### config.mk
export PLATFORM = sky130hd
export DESIGN_NAME = sprite_entry_tile_expander
export DESIGN_NICKNAME = d
export VERILOG_FILES = /design/src/hw/rtl/sete_pkg.sv /design/src/hw/rtl/sete_front.sv /design/src/hw/rtl/sete_queue.sv /design/src/hw/rtl/sete_back.sv /design/src/hw/rtl/sprite_entry_tile_expander.sv
export SDC_FILE = /design/constraint.sdc
export NUM_CORES = 1
export LEC_CHECK = 0
export ABC_AREA = 1
export ABC_CLOCK_PERIOD_IN_PS = 4050
export BUFFER_PORTS_ARGS = -buffer_cell sky130_fd_sc_hd__buf_2
export CAP_MARGIN = 25
export CORE_ASPECT_RATIO = 0.9
export CORE_MARGIN = 2
export CORE_UTILIZATION = 40
export CTS_CLUSTER_SIZE = 12
export DETAILED_ROUTE_END_ITERATION = 12
export HOLD_SLACK_MARGIN = 0.12
export PLACE_DENSITY = 0.69
export SLEW_MARGIN = 15
export SYNTH_ARGS = -nofsm -noshare
export SYNTH_HDL_FRONTEND = slang
export SYNTH_SLANG_ARGS = --single-unit
### constraint.sdc
create_clock -name clk -period 4.05 [get_ports clk]
set_input_delay 0.6075 -clock clk [delete_from_list [all_inputs] [get_ports clk]]
set_output_delay 0.6075 -clock clk [all_outputs]
set_load 0.01 [all_outputs]
### src/hw/rtl/sete_pkg.sv
`default_nettype none

package sete_pkg;

    localparam int IN_DATA_W  = 64;
    localparam int OUT_DATA_W = 48;

    // Top of the tile column: 512 minus one tile height
    localparam logic [9:0] SCREEN_Y_BASE = 10'd496;
    localparam logic [10:0] TILE_PITCH_X = 11'd16;

    localparam int QUEUE_DEPTH_DEF = 2;

    // One accepted sprite, ready to expand
    typedef struct packed {
        logic [14:0]        base;
        logic [5:0]         colour;
        logic               fx;
        logic               fy;
        logic [1:0]         hexp;
        logic [1:0]         wexp;
        logic signed [10:0] x_start;
        logic signed [9:0]  y_start;
    } desc_t;

    // Highest tile count index for a size exponent (count minus one)
    function automatic logic [2:0] exp_mask(input logic [1:0] e);
        exp_mask = {e == 2'd3, e[1], e != 2'd0};
    endfunction

endpackage

`default_nettype wire

### src/hw/rtl/sete_front.sv
`default_nettype none

module sete_front
    import sete_pkg::*;
(
    input  wire logic                 clk,
    input  wire logic                 rst_n,
    input  wire logic                 cfg_wen,
    input  wire logic                 cfg_wdata,
    input  wire logic                 s_axis_tvalid,
    output logic                      s_axis_tready,
    input  wire logic [IN_DATA_W-1:0] s_axis_tdata,
    input  wire logic                 q_full,
    output logic                      q_push,
    output desc_t                     q_desc
);

    logic       front_pass_reg;
    logic [15:0] y_word;
    logic [15:0] tile_word;
    logic [7:0]  attr_byte;
    logic [7:0]  flip_byte;
    logic [15:0] x_word;
    logic [8:0]  y9;
    logic [8:0]  x9;
    logic        keep;

    always_ff @(posedge clk or negedge rst_n)
    begin
        if (!rst_n)
        begin
            front_pass_reg <= 1'b0;
        end
        else if (cfg_wen)
        begin
            front_pass_reg <= cfg_wdata;
        end
    end

    assign y_word    = s_axis_tdata[15:0];
    assign tile_word = s_axis_tdata[31:16];
    assign attr_byte = s_axis_tdata[39:32];
    assign flip_byte = s_axis_tdata[47:40];
    assign x_word    = s_axis_tdata[63:48];

    assign y9 = y_word[8:0];
    assign x9 = x_word[8:0];

    // Drop on pass mismatch or zero position
    assign keep = (attr_byte[7] == front_pass_reg) && (x9 != 9'd0) && (y9 != 9'd0);

    assign s_axis_tready = !q_full;
    assign q_push        = s_axis_tvalid && !q_full && keep;

    always_comb
    begin
        q_desc.base    = tile_word[14:0];
        q_desc.colour  = attr_byte[5:0];
        q_desc.fx      = flip_byte[0];
        q_desc.fy      = flip_byte[1];
        q_desc.hexp    = y_word[10:9];
        q_desc.wexp    = y_word[12:11];
        // Flipped multi-column sprites start one tile to the right
        if (flip_byte[0] && (y_word[12:11] != 2'd0))
        begin
            q_desc.x_start = {2'b00, x9};
        end
        else
        begin
            q_desc.x_start = {2'b00, x9} - TILE_PITCH_X;
        end
        q_desc.y_start = SCREEN_Y_BASE - {1'b0, y9};
    end

endmodule

`default_nettype wire

### src/hw/rtl/sete_queue.sv
`default_nettype none

module sete_queue
    import sete_pkg::*;
#(
    parameter int DEPTH = QUEUE_DEPTH_DEF
)
(
    input  wire logic  clk,
    input  wire logic  rst_n,
    input  wire logic  push,
    input  wire desc_t push_desc,
    output logic       full,
    input  wire logic  pop,
    output logic       pop_valid,
    output desc_t      pop_desc
);

    localparam int AW = (DEPTH > 1) ? $clog2(DEPTH) : 1;
    localparam int CW = $clog2(DEPTH + 1);

    desc_t         mem [DEPTH];
    logic [AW-1:0] wr_ptr_reg;
    logic [AW-1:0] wr_ptr_next;
    logic [AW-1:0] rd_ptr_reg;
    logic [AW-1:0] rd_ptr_next;
    logic [CW-1:0] count_reg;
    logic [CW-1:0] count_next;
    logic          do_push;
    logic          do_pop;

    assign full      = (count_reg == CW'(DEPTH));
    assign pop_valid = (count_reg != '0);
    assign do_push   = push && !full;
    assign do_pop    = pop && pop_valid;
    assign pop_desc  = mem[rd_ptr_reg];

    always_comb
    begin
        wr_ptr_next = wr_ptr_reg;
        rd_ptr_next = rd_ptr_reg;
        count_next  = count_reg;
        if (do_push)
        begin
            wr_ptr_next = (wr_ptr_reg == AW'(DEPTH - 1)) ? '0 : wr_ptr_reg + 1'b1;
        end
        if (do_pop)
        begin
            rd_ptr_next = (rd_ptr_reg == AW'(DEPTH - 1)) ? '0 : rd_ptr_reg + 1'b1;
        end
        if (do_push && !do_pop)
        begin
            count_next = count_reg + 1'b1;
        end
        else if (do_pop && !do_push)
        begin
            count_next = count_reg - 1'b1;
        end
    end

    always_ff @(posedge clk or negedge rst_n)
    begin
        if (!rst_n)
        begin
            wr_ptr_reg <= '0;
            rd_ptr_reg <= '0;
            count_reg  <= '0;
        end
        else
        begin
            wr_ptr_reg <= wr_ptr_next;
            rd_ptr_reg <= rd_ptr_next;
            count_reg  <= count_next;
        end
    end

    always_ff @(posedge clk)
    begin
        if (do_push)
        begin
            mem[wr_ptr_reg] <= push_desc;
        end
    end

endmodule

`default_nettype wire

### src/hw/rtl/sete_back.sv
`default_nettype none

module sete_back
    import sete_pkg::*;
(
    input  wire logic                  clk,
    input  wire logic                  rst_n,
    input  wire logic                  q_valid,
    input  wire desc_t                 q_desc,
    output logic                       q_pop,
    output logic                       m_axis_tvalid,
    input  wire logic                  m_axis_tready,
    output logic [OUT_DATA_W-1:0]      m_axis_tdata,
    output logic                       m_axis_tlast
);

    desc_t                  desc_reg;
    logic signed [10:0]     x_reg;
    logic [2:0]             row_reg;
    logic [2:0]             row_next;
    logic [2:0]             col_reg;
    logic [2:0]             col_next;
    logic                   busy_reg;
    logic                   busy_next;
    logic                   out_valid_reg;
    logic                   out_valid_next;
    logic [OUT_DATA_W-1:0]  out_data_reg;
    logic                   out_last_reg;

    logic                   load_ok;
    logic                   emit;
    logic                   emit_last;
    logic                   row_end;
    logic [2:0]             row_mask;
    logic [2:0]             col_mask;
    logic [2:0]             roff;
    logic [15:0]            tile;
    logic [9:0]             ty;

    assign row_mask  = exp_mask(desc_reg.hexp);
    assign col_mask  = exp_mask(desc_reg.wexp);
    assign load_ok   = !out_valid_reg || m_axis_tready;
    assign emit      = busy_reg && load_ok;
    assign row_end   = (row_reg == row_mask);
    assign emit_last = row_end && (col_reg == col_mask);

    // Take the next sprite when idle or on the final tile of this one
    assign q_pop = q_valid && (!busy_reg || (emit && emit_last));

    // Rows run bottom-up; vertical flip reverses the tile offset
    assign roff = desc_reg.fy ? row_reg : (row_mask ^ row_reg);
    assign tile = {1'b0, desc_reg.base} + {10'd0, col_reg, 3'b000} + {13'd0, roff};
    assign ty   = desc_reg.y_start - {3'b000, row_reg, 4'b0000};

    always_comb
    begin
        row_next       = row_reg;
        col_next       = col_reg;
        busy_next      = busy_reg;
        out_valid_next = out_valid_reg;
        if (m_axis_tready)
        begin
            out_valid_next = 1'b0;
        end
        if (emit)
        begin
            out_valid_next = 1'b1;
            if (row_end)
            begin
                row_next = 3'd0;
                col_next = col_reg + 3'd1;
            end
            else
            begin
                row_next = row_reg + 3'd1;
            end
            if (emit_last)
            begin
                busy_next = 1'b0;
                col_next  = 3'd0;
            end
        end
        if (q_pop)
        begin
            busy_next = 1'b1;
            row_next  = 3'd0;
            col_next  = 3'd0;
        end
    end

    always_ff @(posedge clk or negedge rst_n)
    begin
        if (!rst_n)
        begin
            row_reg       <= 3'd0;
            col_reg       <= 3'd0;
            busy_reg      <= 1'b0;
            out_valid_reg <= 1'b0;
        end
        else
        begin
            row_reg       <= row_next;
            col_reg       <= col_next;
            busy_reg      <= busy_next;
            out_valid_reg <= out_valid_next;
        end
    end

    always_ff @(posedge clk)
    begin
        if (emit)
        begin
            out_data_reg <= {3'b000, ty, x_reg, desc_reg.fy, desc_reg.fx,
                             desc_reg.colour, tile};
            out_last_reg <= emit_last;
        end
        if (q_pop)
        begin
            desc_reg <= q_desc;
            x_reg    <= q_desc.x_start;
        end
        else if (emit && row_end)
        begin
            x_reg <= desc_reg.fx ? (x_reg - TILE_PITCH_X) : (x_reg + TILE_PITCH_X);
        end
    end

    assign m_axis_tvalid = out_valid_reg;
    assign m_axis_tdata  = out_data_reg;
    assign m_axis_tlast  = out_last_reg;

    a_pop_when_free: assert property (@(posedge clk) disable iff (!rst_n)
        q_pop |-> (!busy_reg || (emit && emit_last)))
        else $error("descriptor taken while a sprite is still expanding");

    a_emit_needs_busy: assert property (@(posedge clk) disable iff (!rst_n)
        $rose(out_valid_reg) |-> $past(busy_reg))
        else $error("tile command produced without a sprite loaded");

    a_row_in_range: assert property (@(posedge clk) disable iff (!rst_n)
        busy_reg |-> ((row_reg & ~row_mask) == 3'd0 && (col_reg & ~col_mask) == 3'd0))
        else $error("row or column counter beyond sprite size");

    a_last_restarts: assert property (@(posedge clk) disable iff (!rst_n)
        (emit && emit_last) |=> (row_reg == 3'd0 && col_reg == 3'd0))
        else $error("counters not cleared after final tile");

endmodule

`default_nettype wire

### src/hw/rtl/sprite_entry_tile_expander.sv
// Sprite entry tile expander. Each accepted transaction on the s_axis side is
// one sprite attribute entry; the block turns it into a run of 16x16 tile draw
// commands on the m_axis side, with tlast high on the final command of the
// entry. An entry whose priority bit (attr bit 7) differs from the front_pass
// register, or whose 9-bit x or y is zero, is dropped and yields nothing. A
// kept entry of 2^w columns by 2^h rows yields 2^(w+h) commands (1 to 64),
// one per cycle out of the tile sequencer while m_axis_tready allows, columns
// in order and rows bottom up within each column. The input side classifies
// an entry in the cycle it is taken and parks it in a descriptor queue (two
// deep by default), so new entries keep flowing while the sequencer works
// until the queue fills; the sequencer picks up the next queued entry in the
// same cycle it sends the last tile of the current one, and dropped entries
// use no output time. front_pass is written through cfg_wen/cfg_wdata and
// should only change while the block is idle.
`default_nettype none

module sprite_entry_tile_expander
    import sete_pkg::*;
#(
    parameter int QUEUE_DEPTH = QUEUE_DEPTH_DEF
)
(
    input  wire logic                  clk,
    input  wire logic                  rst_n,
    // front_pass register write
    input  wire logic                  cfg_wen,
    input  wire logic                  cfg_wdata,
    // Sprite entry in
    input  wire logic                  s_axis_tvalid,
    output logic                       s_axis_tready,
    // [15:0] y_word, [31:16] tile_word, [39:32] attr_byte,
    // [47:40] flip_byte, [63:48] x_word
    input  wire logic [IN_DATA_W-1:0]  s_axis_tdata,
    // Tile commands out
    output logic                       m_axis_tvalid,
    input  wire logic                  m_axis_tready,
    // [15:0] tile_index, [21:16] colour, [22] flip_x, [23] flip_y,
    // [34:24] x_pos, [44:35] y_pos, [47:45] zero
    output logic [OUT_DATA_W-1:0]      m_axis_tdata,
    output logic                       m_axis_tlast
);

    // Classified entry heading into the queue
    desc_t push_desc;
    desc_t pop_desc;
    logic  q_push;
    logic  q_full;
    logic  q_pop;
    logic  q_valid;

    // Accept, filter and precompute start positions
    sete_front u_front (
        .clk           (clk),
        .rst_n         (rst_n),
        .cfg_wen       (cfg_wen),
        .cfg_wdata     (cfg_wdata),
        .s_axis_tvalid (s_axis_tvalid),
        .s_axis_tready (s_axis_tready),
        .s_axis_tdata  (s_axis_tdata),
        .q_full        (q_full),
        .q_push        (q_push),
        .q_desc        (push_desc)
    );

    // Decouple entry intake from tile emission
    sete_queue #(
        .DEPTH (QUEUE_DEPTH)
    ) u_queue (
        .clk       (clk),
        .rst_n     (rst_n),
        .push      (q_push),
        .push_desc (push_desc),
        .full      (q_full),
        .pop       (q_pop),
        .pop_valid (q_valid),
        .pop_desc  (pop_desc)
    );

    // Walk columns and rows, one tile command per cycle unless the output stalls
    sete_back u_back (
        .clk           (clk),
        .rst_n         (rst_n),
        .q_valid       (q_valid),
        .q_desc        (pop_desc),
        .q_pop         (q_pop),
        .m_axis_tvalid (m_axis_tvalid),
        .m_axis_tready (m_axis_tready),
        .m_axis_tdata  (m_axis_tdata),
        .m_axis_tlast  (m_axis_tlast)
    );

endmodule

`default_nettype wire

# Yosys cells after proc, flatten, opt, wreduce, memory -nomap -nowiden
# Memory sizes are Yosys's and may differ from the RTL's.
# Index checks and enable logic that the tools add are counted.
# op_classes
addsub	13
n_eq_ne	6
muxes	23
bitwise_logic	1
n_reduce_logical	35
# op_table
cell	count
$mux 11	4
$mux 3	8
$reduce_bool 2->1	9
$reduce_bool 9->1	2
$add 15x6->16	1
$add 16x3->16	1
$logic_and 1x1->1	14
$add 11x5->11 const B	1
$sub 11x5->11 const B	1
$sub 10x7->10	1
$sub 9x5->10 const B	1
$sub 9x9->10 const A	1
$mux 1	9
$add 3x1->3 const B	2
$eq 2x2->1 const B	3
$eq 3x3->1	2
$logic_not 1->1	5
$mux 2	2
$reduce_and 2->1	2
$reduce_bool 3->1	1
$xor 3x3->3	1
$add 1x1->1 const B	2
$add 2x1->2 const B	1
$logic_or 1x1->1	2
2 further kinds	2
# totals
reg_bits	107
mem_bits_rw	96
input_bits	70
out_inout_bits	51
elab_cells	97
n_memories	1
# mem_list
memory	depth	width	read_ports	rd_clocked_by_memory_dff	write_ports	line	text
u_queue.mem	2	48	1	0	1	sete_queue.sv:22	desc_t mem [DEPTH];

# Longest topological paths before layout
# Gate-level depths: netlist of run 1.
# depth
word_depth	10
depth_mapped	13
mapped_depth_nobuf	13

# Modules after synthesis
# Synthesis of run 1 repeated with hierarchy kept, for this count alone.
# unflattened
hier_cells	742
hier_area_um2	8794.7
# by_module_without_submodules
mod	n_inst	cells_per_inst	area_each_um2	seq_area_each_um2
sete_back	1	335	4345.4	3022.9
sete_queue	1	283	3724.8	2982.9
sete_front	1	124	724.4	25.0

# Worst setup path before layout of run 1
# OpenSTA, ideal clock, no wires.
# synth_path
path_type	input to register
startpoint	input port s_axis_tdata[0]
endpoint	memory u_queue.mem[1][0] in the netlist's numbering (enable)
arrival_time_ns	3.169
required_ns	3.598
slack_ns	0.429
cell_stages	7
path_buffers	0
path_cell_list	inv_1 -> ha_1 -> nand2_1 -> nor2_1 -> nand2_1 -> nand3_1 -> nor2_1
# synth_via
elab_chain_len	6
# synth_lines
element	line	text
start: declaration	sprite_entry_tile_expander.sv:33	input wire logic [IN_DATA_W-1:0] s_axis_tdata,
$reduce_bool 9->1	sete_front.sv:50	assign keep = (attr_byte[7] == front_pass_reg) && (x9 != 9'd0) && (y9 != 9'd0);
$logic_and 1x1->1	sete_front.sv:50	
$logic_and 1x1->1	sete_front.sv:53	assign q_push = s_axis_tvalid && !q_full && keep;
$logic_and 1x1->1	sete_queue.sv:34	assign do_push = push && !full;
$mux 1	sete_queue.sv:79	if (do_push)
$mux 1 (not written as such)	sete_queue.sv:81	mem[wr_ptr_reg] <= push_desc;
end: declaration	sete_queue.sv:22	
# Every way passes these cells.

# Worst setup path after layout of run 1
# layout_path
startpoint	register u_back.row_reg[1]
endpoint	register u_back.desc_reg[28] in the netlist's numbering (enable)
# layout_via
elab_chain_len	5
# layout_lines
element	line	text
start: declaration	sete_back.sv:19	logic [2:0] row_reg;
start signal: assignment	sete_back.sv:102	row_reg <= row_next;
$eq 3x3->1	sete_back.sv:44	assign row_end = (row_reg == row_mask);
$logic_and 1x1->1	sete_back.sv:45	assign emit_last = row_end && (col_reg == col_mask);
$logic_and 1x1->1	sete_back.sv:48	assign q_pop = q_valid && (!busy_reg || (emit && emit_last));
$logic_or 1x1->1	sete_back.sv:48	
$logic_and 1x1->1	sete_back.sv:48	
named net q_pop	sprite_entry_tile_expander.sv:48	logic q_pop;
end signal: assignment	sete_back.sv:119	desc_reg <= q_desc;
end: declaration	sete_back.sv:17	desc_t desc_reg;
# The timed path passes the listed nets, and every way through them passes these cells.
# A chain may end at the register's enable or synchronous reset.

==> results.ini, run 1 <==
[cells_and_area]
mostFrequentLayoutCells=221 x nand2_1, 188 x edfxtp_1, 99 x buf_2
layout.cells.most_common=nand2_1
fin_nets=861
drive_gt1_frac=0.195
diodes=0
fin_cells=1039
area_growth_pct=18.6
largest_reg_flops=94
fillers=1776
ff_latch_area_um2=5970
multi_input_area_um2=2100

[clock_tree]
cts_tree=built
h-tree-depth=1
cts_buffers=22
ctsResizeCount=0
insertion_delay_ns=0.50
path_clk_slew_ns=0.06
cts_setup_buffers=0
cts_hold_buf=1
ctsLongestPathBuffers=3
root_buffer=clkbuf_16
cts.sinks=201

[drt]
drc_errors=0
dr.pass1.iters=4
wl_met1_mm=6.85
wl_met2_mm=7.07
avgRoutedWirePerCell_um=14.5
highest_layer=met5
vias_per_cell=4.63
routed_wl_mm=15.0
wl_met3_um=825
vias=4807
drt-initial-drc-count=279
ant_nets=0

[power]
p_leak_nw=4.12
ir_worst_vdd_uv=412
p_per_area_nw_per_um2=678

[setup_path]
criticalPathCategory=reg -> reg
end_kind=flop
cp.required_ns=4.16
crit_arrival_ns=2.76
start_kind=flop
crit_fanout=42

[place]
gp_congestion=0.778
dp_cells=998
dpl.hpwl_mm=9.84
port_buffers=99

[timing]
rsz0062_at_grt=false
finalCritPeriodShare=0.654
finalHoldViolations=0
hold_slack_ns=0.295
setup_tns_ns=0
min_period_ns=2.65
setup_viol=0
worst_pin_slew_ns=0.952
slew_viol_final=0
skew_ns=0.00999
slew_headroom=0.364
timing.fmax_ghz=0.377

[global_route]
grtUsageTotal=0.140
antenna_found_initial=1
grt_pass1_wl_mm=24.0
grt_max_degree=52
grt_pass1_vias=4779
grt_overflow_total=0

[outcome]
status=finished clean

[yosys]
synth_flop_cell=edfxtp_1
yosysSeqAreaShare=0.719
synth_edf_count=188
async_flop_share=0.0647
synth_cell_types=37
yosysWarnings=0
netlist_instances=649
synth_area_um2=8310
synth.avg_cell_area_um2=12.8
ys_ff_latch=201

[die]
die_h_um=141
fp.dieW_um=156
io_pins=121
die_area_um2=21900
start_util=0.412
core_um2=20200
rows=49

[job]
drv_cap=0

[worst_hold_path]
hp-class=in -> reg

[cells by family after synthesis]
logic type | count (synthesis) | share of synthesized area
and+or+nand+nor | 289 | 0.144
DFF | 201 | 0.719
buffers and inverters | 62 | 0.0303
xor gates and xnor gates | 37 | 0.0390
AOI/OAI and AO/OA | 30 | 0.0227
adders and majority gates | 23 | 0.0374
muxes | 6 | 0.00738
other | 1 | 0.000451
[power by group]
| part | internal (W) | switching, W | leakage (nW) |
|---|---|---|---|
| combinational | 0.000574 | 0.00111 | 1.86 |
| sequential | 0.00289 | 0.000171 | 1.91 |
| clock | 0.00118 | 0.000754 | 0.351 |
| total | 0.00464 | 0.00204 | 4.12 |
[final timing paths]
| path | from | to | slack, ns | depth (start not counted) |
|---|---|---|---|---|
| min | s_axis_tdata[19] | u_queue.mem[1][36] | 0.30 | 1 |
| min in group asynchronous | rst_n | u_back.row_reg[1] | 0.55 | 2 |
| max in group asynchronous | rst_n | u_queue.rd_ptr_reg | 3.22 | 2 |
| max reg2reg | u_back.row_reg[1] | u_back.desc_reg[28] | 1.40 | 7 |
| min reg2reg | u_back.desc_reg[3] | u_back.m_axis_tdata[38] | 0.41 | 0 |
| max | u_back.row_reg[1] | u_back.desc_reg[28] | 1.40 | 7 |
[worst max-delay path: stages, from the launching register on]
cell      delay [ns]
dfrtp_1         0.46
inv_1           0.11
nand2_1         0.06
nand2_1         0.14
nand4_4         0.17
o21bai_4        0.31
nand2_4         0.24
inv_2           0.75
[routing by layer]
layer | up-vias | GRT usage
li1 | 2454 | -
met1 | 2215 | 0.187
met2 | 109 | 0.234
met3 | 27 | 0.0301
met4 | 2 | 0.0357
met5 | - | 0
[cell usage after synthesis (2+ instances only)]
master,n,area share
buf_4,3,0.0027
nor2_2,4,0.0030
buf_1,4,0.0018
xor2_1,22,0.023
clkbuf_1,5,0.0023
ha_1,20,0.030
nand2_1,221,0.10
nor4_1,3,0.0023
fa_1,3,0.0072
edfxtp_1,188,0.68
nand4_1,7,0.0053
xnor2_1,15,0.016
nor3_1,2,0.0012
a31oi_1,3,0.0023
dfrtp_1,13,0.039
a21o_1,3,0.0027
nand3b_1,2,0.0018
nand3_1,24,0.014
nor2_1,21,0.0095
inv_1,47,0.021
mux2i_1,5,0.0060
a21oi_1,7,0.0042
o21ai_0,13,0.0078
[stage by stage]
stage	util	instance area, µm²	setup WS [ns]	power, W
after floorplan	-	8310	0.429	0.00427
after global placement	0.453	9130	1.18	0.00476
after detailed placement	0.453	9130	1.15	0.00482
after CTS	0.488	9850	1.33	0.00678
after global routing	0.488	9850	1.16	0.00712
final	0.488	9850	1.40	0.00668
[area by class of cell]
class,count,share of cell area
inverter,49,0.0187
clock inverter,5,0.00508
clock buffer,35,0.0671
tap,255,0.0324
timing repair buffer,106,0.0572
sequential,201,0.606
multi-input combinational,388,0.213
No activity file was read; power rests on OpenSTA's default activity.
==> run 2: changes to the inputs <==
--- a/config.mk
+++ b/config.mk
@@ -6,7 +6,7 @@
 export NUM_CORES = 1
 export LEC_CHECK = 0
 export ABC_AREA = 1
-export ABC_CLOCK_PERIOD_IN_PS = 4050
+export ABC_CLOCK_PERIOD_IN_PS = 2700
 export BUFFER_PORTS_ARGS = -buffer_cell sky130_fd_sc_hd__buf_2
 export CAP_MARGIN = 25
 export CORE_ASPECT_RATIO = 0.9
==> constraint.sdc (replaced) <==
create_clock -name clk -period 2.7 [get_ports clk]
set_input_delay 0.405 -clock clk [delete_from_list [all_inputs] [get_ports clk]]
set_output_delay 0.405 -clock clk [all_outputs]
set_load 0.01 [all_outputs]
==> results.ini, run 2 (synthesized netlist as in run 1, its figures left out) <==
[global_route]
grtUsageTotal=0.141  ; was 0.140
grt_overflow_total=0  ; unchanged
grt_pass1_vias=4834  ; was 4779
grt_max_degree=52  ; unchanged
grt_pass1_wl_mm=24.4  ; was 24.0 mm
antenna_found_initial=1  ; unchanged

[drt]
vias=4972  ; was 4807
routed_wl_mm=15.2  ; was 15.0 mm
avgRoutedWirePerCell_um=14.2  ; was 14.5 µm
drc_errors=0  ; unchanged
drt-initial-drc-count=186  ; was 279
dr.pass1.iters=4  ; unchanged
ant_nets=0  ; unchanged
vias_per_cell=4.65  ; was 4.63

[setup_path]
rr_startpoint=u_back.desc_reg[24]  ; was u_back.row_reg[1]
criticalPathCategory=reg -> reg  ; unchanged
reg2reg_depth=8  ; was 7
start_kind=flop  ; unchanged
crit_arrival_ns=2.63  ; was 2.76 ns
end_kind=flop  ; unchanged
crit_buf_inv=2  ; unchanged
critPathTopFamily=simple AND/OR/NAND/NOR gates  ; was buffers and inverters
regToRegSetupSlack_ns=0.26  ; was 1.40 ns
cp.depth=8  ; was 7
crit_fanout=30  ; was 42
slowest_stage=edfxtp_1  ; was inv_2
startpoint=u_back.desc_reg[24]  ; was u_back.row_reg[1]
reg2reg_to=u_back.desc_reg[43]  ; was u_back.desc_reg[28]
path_common_cell=nand2_1  ; unchanged
crit_path_cell_trace=nor2_1 -> nand2_1 -> nand2_1 -> nand4_4 -> o21bai_4 -> nand2_4 -> clkinvlp_4 -> buf_12  ; was inv_1 -> nand2_1 -> nand2_1 -> nand4_4 -> o21bai_4 -> nand2_4 -> inv_2
cp.required_ns=2.89  ; was 4.16 ns
max_stage_delay_ns=0.46  ; was 0.75 ns

[die]
rows=49  ; unchanged
die_area_um2=21900  ; unchanged
core_um2=20200  ; unchanged
fp.dieW_um=156  ; unchanged
io_pins=121  ; unchanged
start_util=0.412  ; unchanged
die_h_um=141  ; unchanged

[cells_and_area]
fin_nets=894  ; was 861
drive_gt1_frac=0.188  ; was 0.195
fillers=1736  ; was 1776
layout.cells.most_common=nand2_1  ; unchanged
area_growth_pct=22.4  ; was 18.6%
fin_cells=1070  ; was 1039
largest_reg_flops=94  ; unchanged
mostFrequentLayoutCells=221 x nand2_1, 188 x edfxtp_1, 99 x buf_2  ; unchanged
ff_latch_area_um2=5970  ; unchanged
multi_input_area_um2=2120  ; was 2100 µm²
final_util=0.504  ; was 0.488

[clock_tree]
insertion_delay_ns=0.50  ; about the same
cts_setup_buffers=0  ; unchanged
root_buffer=clkbuf_16  ; unchanged
cts.sinks=201  ; unchanged
path_clk_slew_ns=0.05  ; was 0.06 ns
h-tree-depth=1  ; unchanged
cts_tree=built  ; unchanged
cts_buffers=22  ; unchanged
ctsLongestPathBuffers=3  ; unchanged

[place]
gp_congestion=0.798  ; was 0.778
port_buffers=99  ; unchanged
dp_cells=999  ; was 998
dpl.hpwl_mm=9.83  ; was 9.84 mm

[timing]
worst_pin_slew_ns=0.760  ; was 0.952 ns
slew_viol_final=0  ; unchanged
slew_headroom=0.490  ; was 0.364
rsz0062_at_grt=false  ; unchanged
finalHoldViolations=0  ; unchanged
min_period_ns=2.44  ; was 2.65 ns
finalCritPeriodShare=0.904  ; was 0.654
timing.fmax_ghz=0.410  ; was 0.377 GHz
skew_ns=0.0117  ; was 0.00999 ns
setup_viol=0  ; unchanged

[power]
ir_worst_vdd_uv=473  ; was 412 µV
p_per_area_nw_per_um2=972  ; was 678 nW/µm²
p_leak_nw=4.22  ; was 4.12 nW

[worst_hold_path]
whs_path_depth=2  ; was 1
hp-class=in -> reg  ; unchanged
min-delay-start=cfg_wdata  ; was s_axis_tdata[19]
hold_end=u_front.front_pass_reg  ; was u_queue.mem[1][36]

[outcome]
status=finished clean  ; unchanged

[job]
drv_cap=0  ; unchanged

run 2: how the worst max path moves through the flow:
stage | slack (ns) | endpoint
global route | 0.03 | u_back.m_axis_tdata[12]
detailed placement | 0.17 | u_back.m_axis_tdata[13]
floorplan | -0.16 | u_back.col_mask[1]
finish | 0.26 | u_back.desc_reg[43]
global placement | 0.22 | u_back.m_axis_tdata[13]
CTS | 0.16 | u_back.m_axis_tdata[13]
run 2: power by group:
group	internal [W]	total, W	switching, W
clock	0.00157	0.00268	0.00111
sequential	0.00433	0.00459	0.000263
combinational	0.000936	0.00261	0.00168
total	0.00684	0.00989	0.00305
run 2: area by class of cell:
class	instances	share of cell area
multi-input combinational	388	0.208
antenna	1	0.000246
timing repair buffer	139	0.0913
clock inverter	8	0.00345
sequential	201	0.587
inverter	49	0.0185
clock buffer	29	0.0598
tap	255	0.0314
run 2: metrics by stage:
stage / cell area (µm²) / hold slack [ns] / power [W] / TNS, ns / setup WS [ns]
floorplan: 8340 / 0.109 / 0.00642 / -6.76 / -0.162
global placement: 9190 / 0.320 / 0.00718 / 0 / 0.218
detailed placement: 9190 / 0.329 / 0.00726 / 0 / 0.171
CTS: 10200 / 0.122 / 0.0100 / 0 / 0.163
global route: 10200 / 0.153 / 0.0106 / 0 / 0.0290
finish: 10200 / 0.145 / 0.00989 / 0 / 0.259
run 2: what timing repair did:
| action | 4_1_cts | 5_1_grt |
|---|---|---|
| resized for setup | 0 | 1 |
| hold endpoints to repair | 76 | 0 |
| setup endpoints to repair | 0 | 1 |
| hold buffers | 33 | 0 |
run 2: worst register-to-register path, delay by kind of cell (launching register included):
kind                   cells  cell delay, ns
AOI/OAI and AO/OA          1            0.31
buffers and inverters      2            0.60
DFF                        1            0.46
and+or+nand+nor            5            0.74
run 2: metal layers:
layer / wire length, µm / global-route usage
met5: 0 / 0
met4: 313 / 0.0372
met3: 1030 / 0.0326
met2: 7170 / 0.241
met1: 6650 / 0.182
==> run 3: changes to the inputs <==
--- a/config.mk
+++ b/config.mk
@@ -12,6 +12,7 @@
 export CORE_ASPECT_RATIO = 0.9
 export CORE_MARGIN = 2
 export CORE_UTILIZATION = 40
+export CTS_BUF_LIST = sky130_fd_sc_hd__clkbuf_4 sky130_fd_sc_hd__clkbuf_8 sky130_fd_sc_hd__clkbuf_16
 export CTS_CLUSTER_SIZE = 12
 export DETAILED_ROUTE_END_ITERATION = 12
 export HOLD_SLACK_MARGIN = 0.12
==> results.ini, run 3 (synthesized netlist as in run 1, its figures left out) <==
[setup_path]
reg2reg_to=u_back.m_axis_tdata[13]  ; was u_back.desc_reg[43]
slowest_stage=dfrtp_1  ; was edfxtp_1
start_kind=flop  ; unchanged
crit_arrival_ns=2.70  ; was 2.63 ns
crit_fanout=5  ; was 30
crit_buf_inv=1  ; was 2
regToRegSetupSlack_ns=0.25  ; was 0.26 ns
end_kind=flop  ; unchanged
cp.required_ns=2.95  ; was 2.89 ns
crit_path_cell_trace=inv_1 -> nand2_1 -> nand2_1 -> o21ai_0 -> ha_1 -> a21oi_1 -> nand2_1 -> nand2_1 -> nand3_1 -> nand2_1 -> nor2_1 -> nand2_1 -> nand2_1  ; was nor2_1 -> nand2_1 -> nand2_1 -> nand4_4 -> o21bai_4 -> nand2_4 -> clkinvlp_4 -> buf_12
max_stage_delay_ns=0.43  ; was 0.46 ns
path_common_cell=nand2_1  ; unchanged
reg2reg_depth=13  ; was 8
critPathTopFamily=simple AND/OR/NAND/NOR gates  ; unchanged
criticalPathCategory=reg -> reg  ; unchanged
rr_startpoint=u_back.row_reg[2]  ; was u_back.desc_reg[24]

[timing]
finalHoldViolations=0  ; unchanged
setup_viol=0  ; unchanged
min_period_ns=2.45  ; was 2.44 ns
skew_ns=0.0110  ; was 0.0117 ns
finalCritPeriodShare=0.909  ; was 0.904
rsz0062_at_grt=false  ; unchanged
slew_headroom=0.492  ; was 0.490
slew_viol_final=0  ; unchanged
timing.fmax_ghz=0.407  ; was 0.410 GHz
worst_pin_slew_ns=0.758  ; was 0.760 ns

[cells_and_area]
fillers=1733  ; was 1736
layout.cells.most_common=nand2_1  ; unchanged
final_util=0.505  ; was 0.504
mostFrequentLayoutCells=221 x nand2_1, 188 x edfxtp_1, 99 x buf_2  ; unchanged
fin_nets=894  ; unchanged
final_cell_area_um2=10200  ; about the same
fin_cells=1070  ; unchanged
largest_reg_flops=94  ; unchanged
drive_gt1_frac=0.194  ; was 0.188
area_growth_pct=22.6  ; was 22.4%

[drt]
vias=4978  ; was 4972
dr.pass1.iters=6  ; was 4
drc_errors=0  ; unchanged
highest_layer=met4  ; unchanged
avgRoutedWirePerCell_um=14.0  ; was 14.2 µm
wl_met2_mm=7.19  ; was 7.17 mm
wl_met1_mm=6.71  ; was 6.65 mm
ant_nets=0  ; unchanged
drt-initial-drc-count=181  ; was 186
routed_wl_mm=15.0  ; was 15.2 mm
vias_per_cell=4.65  ; about the same
wl_met3_um=807  ; was 1.03 mm

[place]
dpl-instance-area_um2=9190  ; unchanged
dpl.hpwl_mm=9.83  ; unchanged
dp_cells=999  ; unchanged
gp_congestion=0.798  ; unchanged
port_buffers=99  ; unchanged

[global_route]
grt_pass1_wl_mm=24.4  ; unchanged
grt_overflow_total=0  ; unchanged
antenna_found_initial=1  ; unchanged
grt_max_degree=52  ; unchanged
grt_pass1_vias=4832  ; was 4834
grtUsageTotal=0.141  ; unchanged

[clock_tree]
ctsLongestPathBuffers=3  ; unchanged
insertion_delay_ns=0.50  ; about the same
cts_setup_buffers=0  ; unchanged
path_clk_slew_ns=0.06  ; was 0.05 ns
cts.sinks=201  ; unchanged
cts_tree=built  ; unchanged
cts_buffers=22  ; unchanged
h-tree-depth=1  ; unchanged
root_buffer=clkbuf_16  ; unchanged

[die]
io_pins=121  ; unchanged
core_um2=20200  ; unchanged
die_h_um=141  ; unchanged
die_area_um2=21900  ; unchanged
rows=49  ; unchanged
fp.dieW_um=156  ; unchanged
start_util=0.412  ; unchanged

[worst_hold_path]
hp-class=in -> reg  ; unchanged
hold_end=u_front.front_pass_reg  ; unchanged
whs_path_depth=2  ; unchanged
min-delay-start=cfg_wdata  ; unchanged

[outcome]
status=finished clean  ; unchanged

[job]
drv_cap=0  ; unchanged

[power]
p_per_area_nw_per_um2=975  ; was 972 nW/µm²
p_leak_nw=4.24  ; was 4.22 nW
ir_worst_vdd_uv=471  ; was 473 µV

[run 3: where the power goes]
group | internal, W | switching (W) | total, W
Clock | 0.00162 | 0.00111 | 0.00273
Sequential | 0.00433 | 0.000261 | 0.00459
Combinational | 0.000935 | 0.00167 | 0.00261
Total | 0.00688 | 0.00305 | 0.00993
[run 3: cell type report]
cell class | count | area [µm²] | area share
Antenna cell | 1 | 2.50 | 0.000246
Clock buffer | 29 | 627 | 0.0615
Clock inverter | 8 | 35.0 | 0.00344
Inverter | 49 | 188 | 0.0184
Multi-Input combinational cell | 388 | 2120 | 0.208
Sequential cell | 201 | 5970 | 0.586
Tap cell | 255 | 319 | 0.0313
Timing Repair Buffer | 139 | 928 | 0.0911
[run 3: through the flow]
stage,TNS [ns],total power (W),setup slack [ns],hold WS [ns]
3_3_place_gp,0,0.00718,0.218,0.320
5_1_grt,0,0.0106,0.0290,0.153
4_1_cts,0,0.0101,0.163,0.122
3_5_place_dp,0,0.00726,0.171,0.329
2_1_floorplan,-6.76,0.00642,-0.162,0.109
6_report,0,0.00993,0.246,0.146
[run 3: worst max-delay path by stage]
| stage | startpoint | to | slack [ns] | depth (start not counted) |
|---|---|---|---|---|
| floorplan | u_back.m_axis_tvalid | u_back.col_mask[1] | -0.16 | 5 |
| global placement | u_back.row_reg[1] | u_back.m_axis_tdata[13] | 0.22 | 13 |
| detailed placement | u_back.row_reg[1] | u_back.m_axis_tdata[13] | 0.17 | 13 |
| CTS | u_back.row_reg[1] | u_back.m_axis_tdata[13] | 0.16 | 13 |
| global route | u_back.desc_reg[24] | u_back.m_axis_tdata[12] | 0.03 | 11 |
| finish | u_back.row_reg[2] | u_back.m_axis_tdata[13] | 0.25 | 13 |
[run 3: repair_timing]
item,in CTS,in global routing
hold endpoints to repair,76,0
setup endpoints to repair,0,1
hold buffers,33,0
gates resized for setup,0,1
[run 3: per-layer routing]
metal / up-vias / track usage
met1: 2319 / 0.182
li1: 2518 / -
met5: - / 0
met3: 23 / 0.0326
met4: 0 / 0.0372
met2: 118 / 0.241
